## config.mk

```make
export PLATFORM = sky130hd
export DESIGN_NAME = hex_to_base64_stream_core
export DESIGN_NICKNAME = d
export VERILOG_FILES = /design/src/design/hb64_pkg.sv /design/src/design/hb64_front.sv /design/src/design/hb64_queue.sv /design/src/design/hb64_back.sv /design/src/design/hex_to_base64_stream_core.sv
export SDC_FILE = /design/constraint.sdc
export NUM_CORES = 1
export LEC_CHECK = 0
export ABC_AREA = 1
export BUFFER_PORTS_ARGS = -buffer_cell sky130_fd_sc_hd__buf_2
export CAP_MARGIN = 10
export CORE_ASPECT_RATIO = 0.5
export CORE_UTILIZATION = 40
export CTS_BUF_LIST = sky130_fd_sc_hd__clkbuf_4
export DETAILED_ROUTE_END_ITERATION = 10
export GPL_TIMING_DRIVEN = 0
export SLEW_MARGIN = 20
export SYNTH_ARGS = -nofsm -noshare
export SYNTH_HDL_FRONTEND = slang
export SYNTH_SLANG_ARGS = --single-unit
```

## constraint.sdc

```tcl
create_clock -name clk -period 3.5 [get_ports clk]
set_input_delay 0.525 -clock clk [delete_from_list [all_inputs] [get_ports clk]]
set_output_delay 0.525 -clock clk [all_outputs]
set_load 0.01 [all_outputs]
```

## src/design/hb64_pkg.sv

```systemverilog
package hb64_pkg;

  localparam int HB64_QUEUE_DEPTH = 4;

  typedef struct packed {
    logic [7:0] hex_char;
    logic       last_char;
  } in_word_t;

  typedef struct packed {
    logic [7:0] b64_char;
    logic       last_out;
    logic       bad_digit;
  } out_word_t;

  // One job is the output of one group of three digits, or of the leftover at the end of a stream: one or two sextets.
  typedef struct packed {
    logic [5:0] sextet0;
    logic [5:0] sextet1;
    logic       two;
    logic       last;
    logic       err;
  } job_t;

  localparam logic [7:0] CH_UPPER_A = 8'h41;
  localparam logic [7:0] CH_UPPER_F = 8'h46;
  localparam logic [7:0] CH_LOWER_A = 8'h61;
  localparam logic [7:0] CH_LOWER_F = 8'h66;
  localparam logic [7:0] CH_ZERO    = 8'h30;
  localparam logic [7:0] CH_NINE    = 8'h39;
  localparam logic [7:0] CH_PLUS    = 8'h2b;
  localparam logic [7:0] CH_SLASH   = 8'h2f;
  localparam logic [7:0] HEX_TEN    = 8'd10;

  // Returns {ok, nibble}; a non-hex character gives nibble zero.
  function automatic logic [4:0] hex_decode(input logic [7:0] c);
    logic [7:0] v;
    v = 8'd0;
    if (c >= CH_ZERO && c <= CH_NINE) begin
      v = c - CH_ZERO;
      return {1'b1, v[3:0]};
    end else if (c >= CH_LOWER_A && c <= CH_LOWER_F) begin
      v = c - CH_LOWER_A + HEX_TEN;
      return {1'b1, v[3:0]};
    end else if (c >= CH_UPPER_A && c <= CH_UPPER_F) begin
      v = c - CH_UPPER_A + HEX_TEN;
      return {1'b1, v[3:0]};
    end
    return 5'd0;
  endfunction

  function automatic logic [7:0] b64_encode(input logic [5:0] s);
    logic [7:0] v;
    v = {2'b00, s};
    if (v < 8'd26) begin
      return CH_UPPER_A + v;
    end else if (v < 8'd52) begin
      return CH_LOWER_A + (v - 8'd26);
    end else if (v < 8'd62) begin
      return CH_ZERO + (v - 8'd52);
    end else if (v == 8'd62) begin
      return CH_PLUS;
    end
    return CH_SLASH;
  endfunction

endpackage

```

## src/design/hb64_front.sv

```systemverilog
module hb64_front
  import hb64_pkg::*;
(
  input  logic     clk,
  input  logic     rst,
  input  logic     in_valid,
  output logic     in_ready,
  input  in_word_t in_data,
  output logic     push,
  output job_t     push_job,
  input  logic     push_ready
);

  logic [7:0] nibble_store, nibble_store_next;
  logic [1:0] nibble_count, nibble_count_next;
  logic       error_seen, error_seen_next;

  logic [4:0]  dec;
  logic [1:0]  cnt_sat;
  logic [1:0]  cnt_new;
  logic [11:0] bits;
  logic        err;
  logic        emit;
  logic        take;

  assign in_ready = push_ready;
  assign take     = in_valid && in_ready;

  always_comb begin
    dec     = hex_decode(in_data.hex_char);
    cnt_sat = (nibble_count == 2'd3) ? 2'd2 : nibble_count;
    cnt_new = cnt_sat + 2'd1;
    bits    = {nibble_store, dec[3:0]};
    err     = error_seen | ~dec[4];
    emit    = 1'b0;

    push_job.sextet0 = bits[11:6];
    push_job.sextet1 = bits[5:0];
    push_job.two     = 1'b1;
    push_job.last    = in_data.last_char;
    push_job.err     = err;

    nibble_store_next = bits[7:0];
    nibble_count_next = cnt_new;
    error_seen_next   = err;

    if (cnt_new == 2'd3) begin
      emit              = 1'b1;
      nibble_store_next = 8'd0;
      nibble_count_next = 2'd0;
    end else if (in_data.last_char) begin
      emit = 1'b1;
      if (cnt_new == 2'd1) begin
        push_job.sextet0 = {bits[3:0], 2'b00};
        push_job.two     = 1'b0;
      end else begin
        push_job.sextet0 = bits[7:2];
        push_job.sextet1 = {bits[1:0], 4'b0000};
      end
    end

    if (in_data.last_char) begin
      nibble_store_next = 8'd0;
      nibble_count_next = 2'd0;
      error_seen_next   = 1'b0;
    end
  end

  assign push = take && emit;

  always_ff @(posedge clk) begin
    if (rst) begin
      nibble_store <= 8'd0;
      nibble_count <= 2'd0;
      error_seen   <= 1'b0;
    end else if (take) begin
      nibble_store <= nibble_store_next;
      nibble_count <= nibble_count_next;
      error_seen   <= error_seen_next;
    end
  end

endmodule

```

## src/design/hb64_queue.sv

```systemverilog
module hb64_queue
  import hb64_pkg::*;
#(
  parameter int DEPTH = HB64_QUEUE_DEPTH
) (
  input  logic clk,
  input  logic rst,
  input  logic push,
  input  job_t push_job,
  output logic push_ready,
  input  logic pop,
  output logic pop_valid,
  output job_t head
);

  localparam int PTR_W = (DEPTH > 1) ? $clog2(DEPTH) : 1;
  localparam int CNT_W = $clog2(DEPTH + 1);

  job_t             slots [DEPTH];
  logic [PTR_W-1:0] wr_ptr, rd_ptr;
  logic [CNT_W-1:0] count;

  assign push_ready = (count != CNT_W'(DEPTH));
  assign pop_valid  = (count != '0);
  assign head       = slots[rd_ptr];

  always_ff @(posedge clk) begin
    if (push) begin
      slots[wr_ptr] <= push_job;
    end
  end

  always_ff @(posedge clk) begin
    if (rst) begin
      wr_ptr <= '0;
      rd_ptr <= '0;
      count  <= '0;
    end else begin
      if (push) begin
        wr_ptr <= (wr_ptr == PTR_W'(DEPTH - 1)) ? '0 : wr_ptr + PTR_W'(1);
      end
      if (pop) begin
        rd_ptr <= (rd_ptr == PTR_W'(DEPTH - 1)) ? '0 : rd_ptr + PTR_W'(1);
      end
      case ({push, pop})
        2'b10:   count <= count + CNT_W'(1);
        2'b01:   count <= count - CNT_W'(1);
        default: count <= count;
      endcase
    end
  end

endmodule

```

## src/design/hb64_back.sv

```systemverilog
module hb64_back
  import hb64_pkg::*;
(
  input  logic      clk,
  input  logic      rst,
  input  logic      job_valid,
  input  job_t      job,
  output logic      pop,
  output logic      out_valid,
  input  logic      out_ready,
  output out_word_t out_data
);

  // Phase is set once the first of a two-character job has gone out.
  logic      phase;
  logic      load;
  logic      second;
  out_word_t word_next;

  assign load   = job_valid && (!out_valid || out_ready);
  assign second = job.two && phase;
  assign pop    = load && (!job.two || phase);

  always_comb begin
    word_next.b64_char  = b64_encode(second ? job.sextet1 : job.sextet0);
    word_next.last_out  = (job.two && !phase) ? 1'b0 : job.last;
    word_next.bad_digit = job.err;
  end

  always_ff @(posedge clk) begin
    if (rst) begin
      out_valid <= 1'b0;
      phase     <= 1'b0;
    end else begin
      if (load) begin
        out_valid <= 1'b1;
        phase     <= job.two && !phase;
      end else if (out_ready) begin
        out_valid <= 1'b0;
      end
    end
  end

  always_ff @(posedge clk) begin
    if (load) begin
      out_data <= word_next;
    end
  end

endmodule

```

## src/design/hex_to_base64_stream_core.sv

```systemverilog
// Channel  Handshake             Word        Fields
// in       in_valid / in_ready   in_word_t   hex_char, last_char
// out      out_valid / out_ready out_word_t  b64_char, last_out, bad_digit
//
// One hex digit is taken per cycle while the job queue has room.
// One base64 character leaves the output register per cycle while out_ready
// is high, so a job of two characters holds the output stage until both have
// left; three digits give two characters, so a steady stream runs at one digit a cycle.
// Reset (rst, synchronous) clears the nibble state, the queue and the output register.
// A stalled output fills the queue, and only then does in_ready fall.
module hex_to_base64_stream_core
  import hb64_pkg::*;
#(
  parameter int QUEUE_DEPTH = HB64_QUEUE_DEPTH
) (
  input  logic      clk,
  input  logic      rst,
  input  logic      in_valid,
  output logic      in_ready,
  input  in_word_t  in_data,
  output logic      out_valid,
  input  logic      out_ready,
  output out_word_t out_data
);

  // The front collects nibbles and turns each completed group, or the
  // leftover at the end of a stream, into a job of one or two sextets.
  logic push;
  job_t push_job;
  logic push_ready;

  // The back drains jobs one character per cycle into the output register while out_ready is high.
  logic pop;
  logic pop_valid;
  job_t head;

  hb64_front u_front (
    .clk        (clk),
    .rst        (rst),
    .in_valid   (in_valid),
    .in_ready   (in_ready),
    .in_data    (in_data),
    .push       (push),
    .push_job   (push_job),
    .push_ready (push_ready)
  );

  // The queue lets the front keep accepting digits while the back waits on
  // a stalled consumer.
  hb64_queue #(
    .DEPTH (QUEUE_DEPTH)
  ) u_queue (
    .clk        (clk),
    .rst        (rst),
    .push       (push),
    .push_job   (push_job),
    .push_ready (push_ready),
    .pop        (pop),
    .pop_valid  (pop_valid),
    .head       (head)
  );

  hb64_back u_back (
    .clk       (clk),
    .rst       (rst),
    .job_valid (pop_valid),
    .job       (head),
    .pop       (pop),
    .out_valid (out_valid),
    .out_ready (out_ready),
    .out_data  (out_data)
  );

endmodule

```

==> results of run 1 <==
-- metal layers --
layer / vias up / wire length (um) / track usage, %
li1: 1778 / - / -
met1: 1493 / 4670 / 23.2
met2: 60 / 4110 / 26.1
met3: 6 / 448 / 3.98
met4: 0 / 72 / 6.40
met5: - / 0 / 0
-- layout by cell type, fill, tap and decap left out, drive strengths merged, types with 3 or more instances in the layout --
master  Yosys  routed
o22ai       4       4
nand2     151     151
nand3      36      36
dfxtp      22      22
o211ai      5       5
nand4       3       3
edfxtp     70      70
inv        64      68
xor2        3       3
buf        11      38
nor2       47      47
o21ai      47      47
clkbuf      2      11
a21oi      25      25
ha         15      15
-- logic make-up (layout without fill, tap and decap cells) --
group           count (synthesis)  after routing  synth area share (%)
compound gates                 86             86                  10.5
xor+xnor                        4              4                 0.757
fa+ha+maj                      16             16                  4.49
buf+inv                        77            120                  7.52
flops                          92             92                  54.9
other cells                     0              1                     0
simple gates                  239            239                  21.8
-- stage by stage --
step / power, mW / hold slack [ns] / util (%) / setup slack [ns]
after floorplan: 2.88 / 0.422 / - / 0.890
after global placement: 3.32 / 0.439 / 44.4 / 0.189
after detailed placement: 3.35 / 0.443 / 44.8 / 0.540
after CTS: 3.95 / 0.211 / 46.1 / 0.744
after global routing: 4.26 / 0.218 / 46.1 / 0.449
final: 3.91 / 0.246 / 46.1 / 0.752
-- flip-flops by register name, indices dropped and copies added (netlist names), named ones only --
name and flops:
u_front.nibble_count 2, u_back.out_valid 1, u_queue.rd_ptr 2, u_front.error_seen 1, u_back.out_data 10, u_back.phase 1, u_front.nibble_store 8, u_queue.wr_ptr 2
u_queue.count 3, u_queue.slots 60
-- cells in the mapped netlist --
cell type | n | share of area (%)
sky130_fd_sc_hd__a211oi_1 | 2 | 0.32
sky130_fd_sc_hd__a21oi_1 | 24 | 2.6
sky130_fd_sc_hd__a21oi_2 | 1 | 0.19
sky130_fd_sc_hd__a31oi_1 | 1 | 0.14
sky130_fd_sc_hd__buf_2 | 3 | 0.32
sky130_fd_sc_hd__buf_4 | 2 | 0.32
sky130_fd_sc_hd__buf_6 | 6 | 1.5
sky130_fd_sc_hd__clkbuf_1 | 2 | 0.16
sky130_fd_sc_hd__dfxtp_1 | 22 | 9.5
sky130_fd_sc_hd__edfxtp_1 | 70 | 45
sky130_fd_sc_hd__fa_1 | 1 | 0.43
sky130_fd_sc_hd__ha_1 | 15 | 4.1
sky130_fd_sc_hd__inv_1 | 58 | 4.7
sky130_fd_sc_hd__inv_2 | 5 | 0.41
sky130_fd_sc_hd__inv_4 | 1 | 0.14
sky130_fd_sc_hd__nand2_1 | 143 | 12
sky130_fd_sc_hd__nand2_2 | 7 | 0.95
sky130_fd_sc_hd__nand2_4 | 1 | 0.24
sky130_fd_sc_hd__nand3_1 | 32 | 3.5
sky130_fd_sc_hd__nand3_2 | 4 | 0.87
sky130_fd_sc_hd__nand4_1 | 3 | 0.41
sky130_fd_sc_hd__nor2_1 | 46 | 3.7
sky130_fd_sc_hd__nor2_4 | 1 | 0.24
sky130_fd_sc_hd__nor3_1 | 1 | 0.11
sky130_fd_sc_hd__nor3_2 | 1 | 0.22
sky130_fd_sc_hd__o211a_1 | 1 | 0.22
sky130_fd_sc_hd__o211ai_1 | 5 | 0.81
sky130_fd_sc_hd__o21ai_0 | 36 | 3.9
sky130_fd_sc_hd__o21ai_1 | 6 | 0.65
sky130_fd_sc_hd__o21ai_2 | 5 | 0.95
sky130_fd_sc_hd__o221ai_1 | 1 | 0.19
sky130_fd_sc_hd__o22ai_1 | 4 | 0.54
sky130_fd_sc_hd__xnor2_1 | 1 | 0.19
sky130_fd_sc_hd__xor2_1 | 3 | 0.57
-- area by class of cell --
class | instances | area, sq um
Clock inverter | 7 | 71.3
Sequential cell | 92 | 2540
Inverter | 64 | 243
Antenna cell | 1 | 2.50
Multi-Input combinational cell | 345 | 1750
Clock buffer | 9 | 67.6
Buffer | 13 | 105
Tap cell | 145 | 181
Timing Repair Buffer | 27 | 158
Fill cell | 1047 | 5990
-- critical path: cells and delay by family (launching register included) --
kind | cells | cell delay (ns)
compound gates | 5 | 1.18
fa+ha+maj | 2 | 0.57
buf+inv | 3 | 0.40
flops | 1 | 0.36
simple gates | 1 | 0.14
-- where the power goes --
group / internal [mW] / switching (mW) / total, mW
clock network: 0.222 / 0.368 / 0.590
logic: 0.637 / 1.24 / 1.88
registers: 1.39 / 0.0484 / 1.44
total: 2.25 / 1.66 / 3.91
-- worst paths after layout --
| check | startpoint | endpoint | slack [ns] | cells after the start |
|---|---|---|---|---|
| worst max register to register | u_queue.count[1] | u_queue.count[2] | 0.75 | 11 |
| worst max-delay path | u_queue.count[1] | u_queue.count[2] | 0.75 | 11 |
| worst min register to register | u_queue.count[0] | u_queue.count[0] | 0.46 | 1 |
| worst min-delay path | rst | u_queue.wr_ptr[0] | 0.25 | 2 |
==> summary.txt, run 1 <==
Run status
  • Outcome: finished clean

Floorplanning
  • Effective utilization at floorplan: 41.6%
  • Die X: 154 um
  • Core outline area: 11100 sq um
  • Die ar.: 12000 sq um
  • Standard-cell row count: 27
  • Ports: 25
  • Die Ht: approximately 80 um

Timing
  • Minimum period implied by the final worst setup slack: between 2 and 3 ns
  • Unrepaired setup endpoints after global routing: no
  • Final count of negative-setup-slack endpoints: 0
  • Maximum operating frequency: 364 MHz
  • Slew @ Worst Pin: 0.885 ns
  • Worst clock skew on the final layout: 0.0194 ns
  • Setup total negative slack: 0 ns
  • Max Transition Viols Final: 0
  • Final hold viol count: 0
  • Max-slew headroom at the worst pin: 40.9%
  • Post-route clock period utilization: 78.5%

Placed design
  • Cell count after placement: just under 700
  • Final weighted congestion in routability-driven placement: 0.821
  • Total placed instance area: 4980 sq um
  • HPWL after DPL: 6750 um
  • Count of port buffers added during placement: 24

GRT
  • Aggregate global-route resource usage: 16.9%
  • Number of antenna violations at the first check in global routing: 1
  • Wire length of the first global-routing pass: 15300 um
  • Largest net degree at the start of global routing: 17
  • Vias in the first global route: approximately 3000
  • GR Overflow Total: 0

Worst setup path
  • Arr. time, crit path: 3.11 ns
  • Largest stage delay on the critical path: 0.68 ns
  • Setup CP Type: reg2reg
  • Slowest CP cell: sky130_fd_sc_hd__a31oi_2
  • Cells traversed along the worst timing path: inv_1 -> a31oi_2 -> nand2_1 -> inv_1 -> ha_1 -> inv_1 -> fa_1 -> a21oi_1 -> o21ai_0 -> o21ai_0 -> a21oi_1
  • Largest driver fanout on the critical path: 13
  • CP Launch Type: flop
  • Cell seen most often among critical-path stages: sky130_fd_sc_hd__inv_1
  • Worst endpoint required time: approximately 3.9 ns
  • Kind of end point of the critical path: flop

Clocking
  • Clk Tree Root Cell: sky130_fd_sc_hd__clkbuf_4
  • Number of H-tree levels: 3
  • Clock buffer count from CTS: 9
  • TritonCTS clock tree: done
  • Number of buffers inserted by hold repair at cts: 0
  • Total of cells resized after clock tree synthesis: 0
  • Post-CTS Setup Bufs: 0
  • Maximum count of clock buffers along a single path: 2
  • Latest clock arrival within the worst-skew pair: 0.46 ns
  • Num Clock Sinks: 92
  • Clock-pin slew on the worst setup and hold paths: 0.15 ns

Pwr
  • Maximum VDD drop: 285 uV
  • Cell area power density: 763 nW/um^2
  • Cell leakage power: 2.15 nW

Routing
  • Wire per inst: 13.2 um
  • Violation count after the first detailed-route iteration: 142
  • Total length of routed wires: between 9000 and 10000 um
  • DRC viols: 0
  • Detail-routed via count per cell: 4.75
  • TritonRoute pass-1 iters: 6
  • DRT antenna net count: 0
  • Via Count: 3337

Synthesis
  • Synthesized Nets: between 500 and 600
  • Number of distinct library cells after synthesis: 34
  • Number of warnings issued by yosys: 0
  • Syn avg cell area: between 9 and 10 sq um
  • Part of the Yosys area used for sequential elements: 54.9%
  • Number of storage elements in the synthesis netlist: 92
  • Post-synthesis instance area: 4630 sq um
  • Cell count after synthesis: 514

Cells and area
  • Layout cells sized above 1: 15.3%
  • Synth-to-Final Area Change: 10.7%
  • Number of nets in the layout: 581
  • Post-route cell area: just over 5000 sq um
  • Final cell count without fillers: between 700 and 800

Run
  • Total of max-cap violations: 0

Worst hold path
  • Worst hold-check path type: in2reg
(Power assumes the default switching activity.)
==> run 2: changes to the inputs <==
clock period = 2.4 ns   (was 3.5 ns; I/O delays follow)
==> run 2 against run 1 <==
Against the previous run: non-clock buffer count grew 12; worst hold slack got worse by 0.17 ns; utilization grew 2.4 points; cell count grew 1.7%; setup slack got worse by 0.68 ns; die area is the same; count of clock-buffer cells in the layout is the same; via count is 1.5% higher; flip-flop and latch count stayed put; combinational power is 78% higher; clock power up 47%; sequential share of layout area fell by 2.3 points; largest cell class unchanged.
==> summary.txt, run 2 (synthesized netlist as in run 1, its figures left out) <==
Timing
  • Slew @ Worst Pin: around 0.9 ns
  • Unrepaired setup endpoints after global routing: yes
  • Worst clock skew on the final layout: 0.0254 ns
  • Minimum period implied by the final worst setup slack: ~2.3 ns
  • Maximum operating frequency: between 400 and 500 MHz
  • Post-route clock period utilization: a little over nine tenths
  • Max Transition Viols Final: 0
  • Final count of negative-setup-slack endpoints: 0
  • Max-slew headroom at the worst pin: 38.5%
  • Final hold viol count: 0
  • Setup total negative slack: 0 ns
  • Hold Slack: a little under 0.08 ns

Worst setup path
  • Largest driver fanout on the critical path: 5
  • Arr. time, crit path: roughly 2.6 ns
  • Worst Reg-to-Reg Cells: 20
  • Worst endpoint required time: around 2.7 ns
  • Setup CP Type: reg2reg
  • Cell seen most often among critical-path stages: sky130_fd_sc_hd__nand2_1
  • Largest stage delay on the critical path: 0.39 ns
  • Capture point of the worst reg-to-reg path: u_back.out_data[8]
  • Kind of end point of the critical path: flop
  • Slowest CP cell: sky130_fd_sc_hd__dfxtp_4
  • Cells traversed along the worst timing path: buf_8 -> inv_8 -> buf_12 -> buf_8 -> nor2_1 -> nor2_1 -> o21ai_1 -> nand2_1 -> nand2_2 -> nand2_4 -> ha_4 -> inv_1 -> nor2_2 -> inv_1 -> a21oi_2 -> nand3_2 -> nand2_1 -> nand2_1 -> nand3_1 -> nand2_1
  • CP Launch Type: flop
  • Register-to-Register Setup Slack: 0.07 ns

Placed design
  • HPWL after DPL: 6700 um
  • Total placed instance area: between 4000 and 5000 sq um
  • Final weighted congestion in routability-driven placement: 0.827
  • Count of port buffers added during placement: 24
  • Cell count after placement: 685

Pwr
  • Part of the total power dissipated in the clock network: between 10% and 20%
  • Gate power share: 52.8%
  • Maximum VDD drop: 380 uV
  • Switching share of power: 42.0%
  • Portion of total power attributed to sequential cells: 33.5%
  • Cell leakage power: 2.23 nW
  • Switching component of the power: between 2 and 3 mW
  • Int Power: roughly 3.7 mW
  • Cell area power density: between 1000 and 1500 nW/um^2

Clocking
  • Clock-pin slew on the worst setup and hold paths: 0.15 ns
  • Clk Tree Root Cell: sky130_fd_sc_hd__clkbuf_4
  • Maximum count of clock buffers along a single path: 2
  • TritonCTS clock tree: done
  • Number of H-tree levels: 3
  • Clock buffer count from CTS: 9
  • Latest clock arrival within the worst-skew pair: 0.46 ns
  • Num Clock Sinks: between 90 and 100

GRT
  • Wire length of the first global-routing pass: 15700 um
  • Vias in the first global route: 3151
  • Number of antenna violations at the first check in global routing: 1
  • GR Overflow Total: 0
  • Aggregate global-route resource usage: 17.2%
  • Largest net degree at the start of global routing: 17

Routing
  • Wire per inst: ~14 um
  • Via Count: 3386
  • DRC viols: 0
  • TritonRoute pass-1 iters: 4
  • DRT antenna net count: 0
  • Total length of routed wires: 9850 um
  • Violation count after the first detailed-route iteration: around 220
  • Detail-routed via count per cell: ~4.7

Worst hold path
  • Worst Hold End: u_queue.wr_ptr[0]
  • Worst hold-check path type: in2reg
  • Worst hold path cell count: 2
  • Beginning of the worst hold path: rst

Floorplanning
  • Standard-cell row count: 27
  • Effective utilization at floorplan: 41.6%
  • Ports: 25
  • Core outline area: between 10000 and 15000 sq um
  • Die ar.: around 12000 sq um
  • Die Ht: approximately 80 um
  • Die X: 154 um

Cells and area
  • Final cell count without fillers: 715
  • Largest register by flop count: u_queue.slots
  • Flip-flop count of the largest register, all copies and words added: 60
  • Commonest cells after routing, fill and taps aside: sky130_fd_sc_hd__nand2_1 (132), sky130_fd_sc_hd__edfxtp_1 (70), sky130_fd_sc_hd__inv_1 (55)
  • Largest regs: u_queue.slots x60, u_back.out_data x10, u_front.nibble_store x8
  • Post-route cell area: 5390 sq um
  • Layout fillers: roughly 1000
  • Most common cell after layout, fill and taps aside: sky130_fd_sc_hd__nand2_1
  • Layout cells sized above 1: 20.7%
  • Number of nets in the layout: about 600
  • Synth-to-Final Area Change: 16.5%

Run status
  • Outcome: finished clean

Run
  • Total of max-cap violations: 0
==> run 2: changes by cell type in the layout (fill, tap and decap cells not counted), moves of 3 or more <==
cell / previous run / this run
sky130_fd_sc_hd__nand2_2: 7 / 16
sky130_fd_sc_hd__buf_4: 2 / 11
sky130_fd_sc_hd__o21ai_1: 6 / 11
sky130_fd_sc_hd__inv_1: 58 / 55
sky130_fd_sc_hd__nand2_1: 143 / 132
sky130_fd_sc_hd__o21ai_0: 36 / 30
sky130_fd_sc_hd__buf_8: 1 / 4
==> run 2: power groups by stage <==
stage	combinational, mW	clock, mW	sequential (mW)
5_1_grt	3.73	0.960	2.14
4_1_cts	2.91	0.888	2.10
3_5_place_dp	2.75	0	2.14
6_report	3.34	0.869	2.12
2_1_floorplan	2.01	0	2.19
3_3_place_gp	2.71	0	2.14
==> run 2: worst max-delay path by stage <==
| stage | to | slack, ns | cells after the start |
|---|---|---|---|
| after floorplan | u_queue.count[2] | 0.18 | 12 |
| after detailed placement | u_queue.count[2] | -0.38 | 12 |
| final | u_back.out_data[8] | 0.07 | 20 |
| after global routing | u_back.out_data[8] | -0.08 | 21 |
| after global placement | u_queue.count[2] | -0.33 | 12 |
| after CTS | u_back.out_data[8] | 0.008 | 20 |
==> run 2: worst max-delay path, delay by kind of cell (launching register included) <==
family / cells / cell delay, ns
simple gates: 11 / 0.85
buf+inv: 6 / 0.52
flops: 1 / 0.39
compound gates: 2 / 0.22
fa+ha+maj: 1 / 0.13
==> run 2: cell type report <==
cell class	instances	area [sq um]	area share (%)
Antenna cell	1	2.50	0.0464
Sequential cell	92	2550	47.3
Timing Repair Buffer	39	279	5.18
Buffer	13	141	2.62
Inverter	64	250	4.64
Multi-Input combinational cell	345	1850	34.3
Tap cell	145	181	3.37
Clock inverter	7	73.8	1.37
Clock buffer	9	67.6	1.25
==> run 2: per-stage QoR <==
stage	power [mW]	setup slack (ns)	util, %
4_1_cts	5.90	0.00813	46.5
5_1_grt	6.83	-0.0840	48.5
3_5_place_dp	4.89	-0.385	44.7
6_report	6.32	0.0682	48.5
3_3_place_gp	4.85	-0.326	44.4
2_1_floorplan	4.20	0.185	-
==> run 2: routing by layer <==
layer  vias to the layer above  global-route usage [%]  wire [um]
met4                         0                    4.00         59
met1                      1519                    22.9       4820
met2                        59                    28.0       4440
met3                         5                    4.86        521
li1                       1803                       -          -
met5                         -                       0          0
==> run 2: repair_timing <==
action                                 CTS  global route
hold buffers                             0             0
cloned                                   0             2
pin swaps                                1            13
setup endpoints to repair                7             6
resized for setup                       12            36
endpoints found under the hold margin    0             0
setup buffers                            1            10
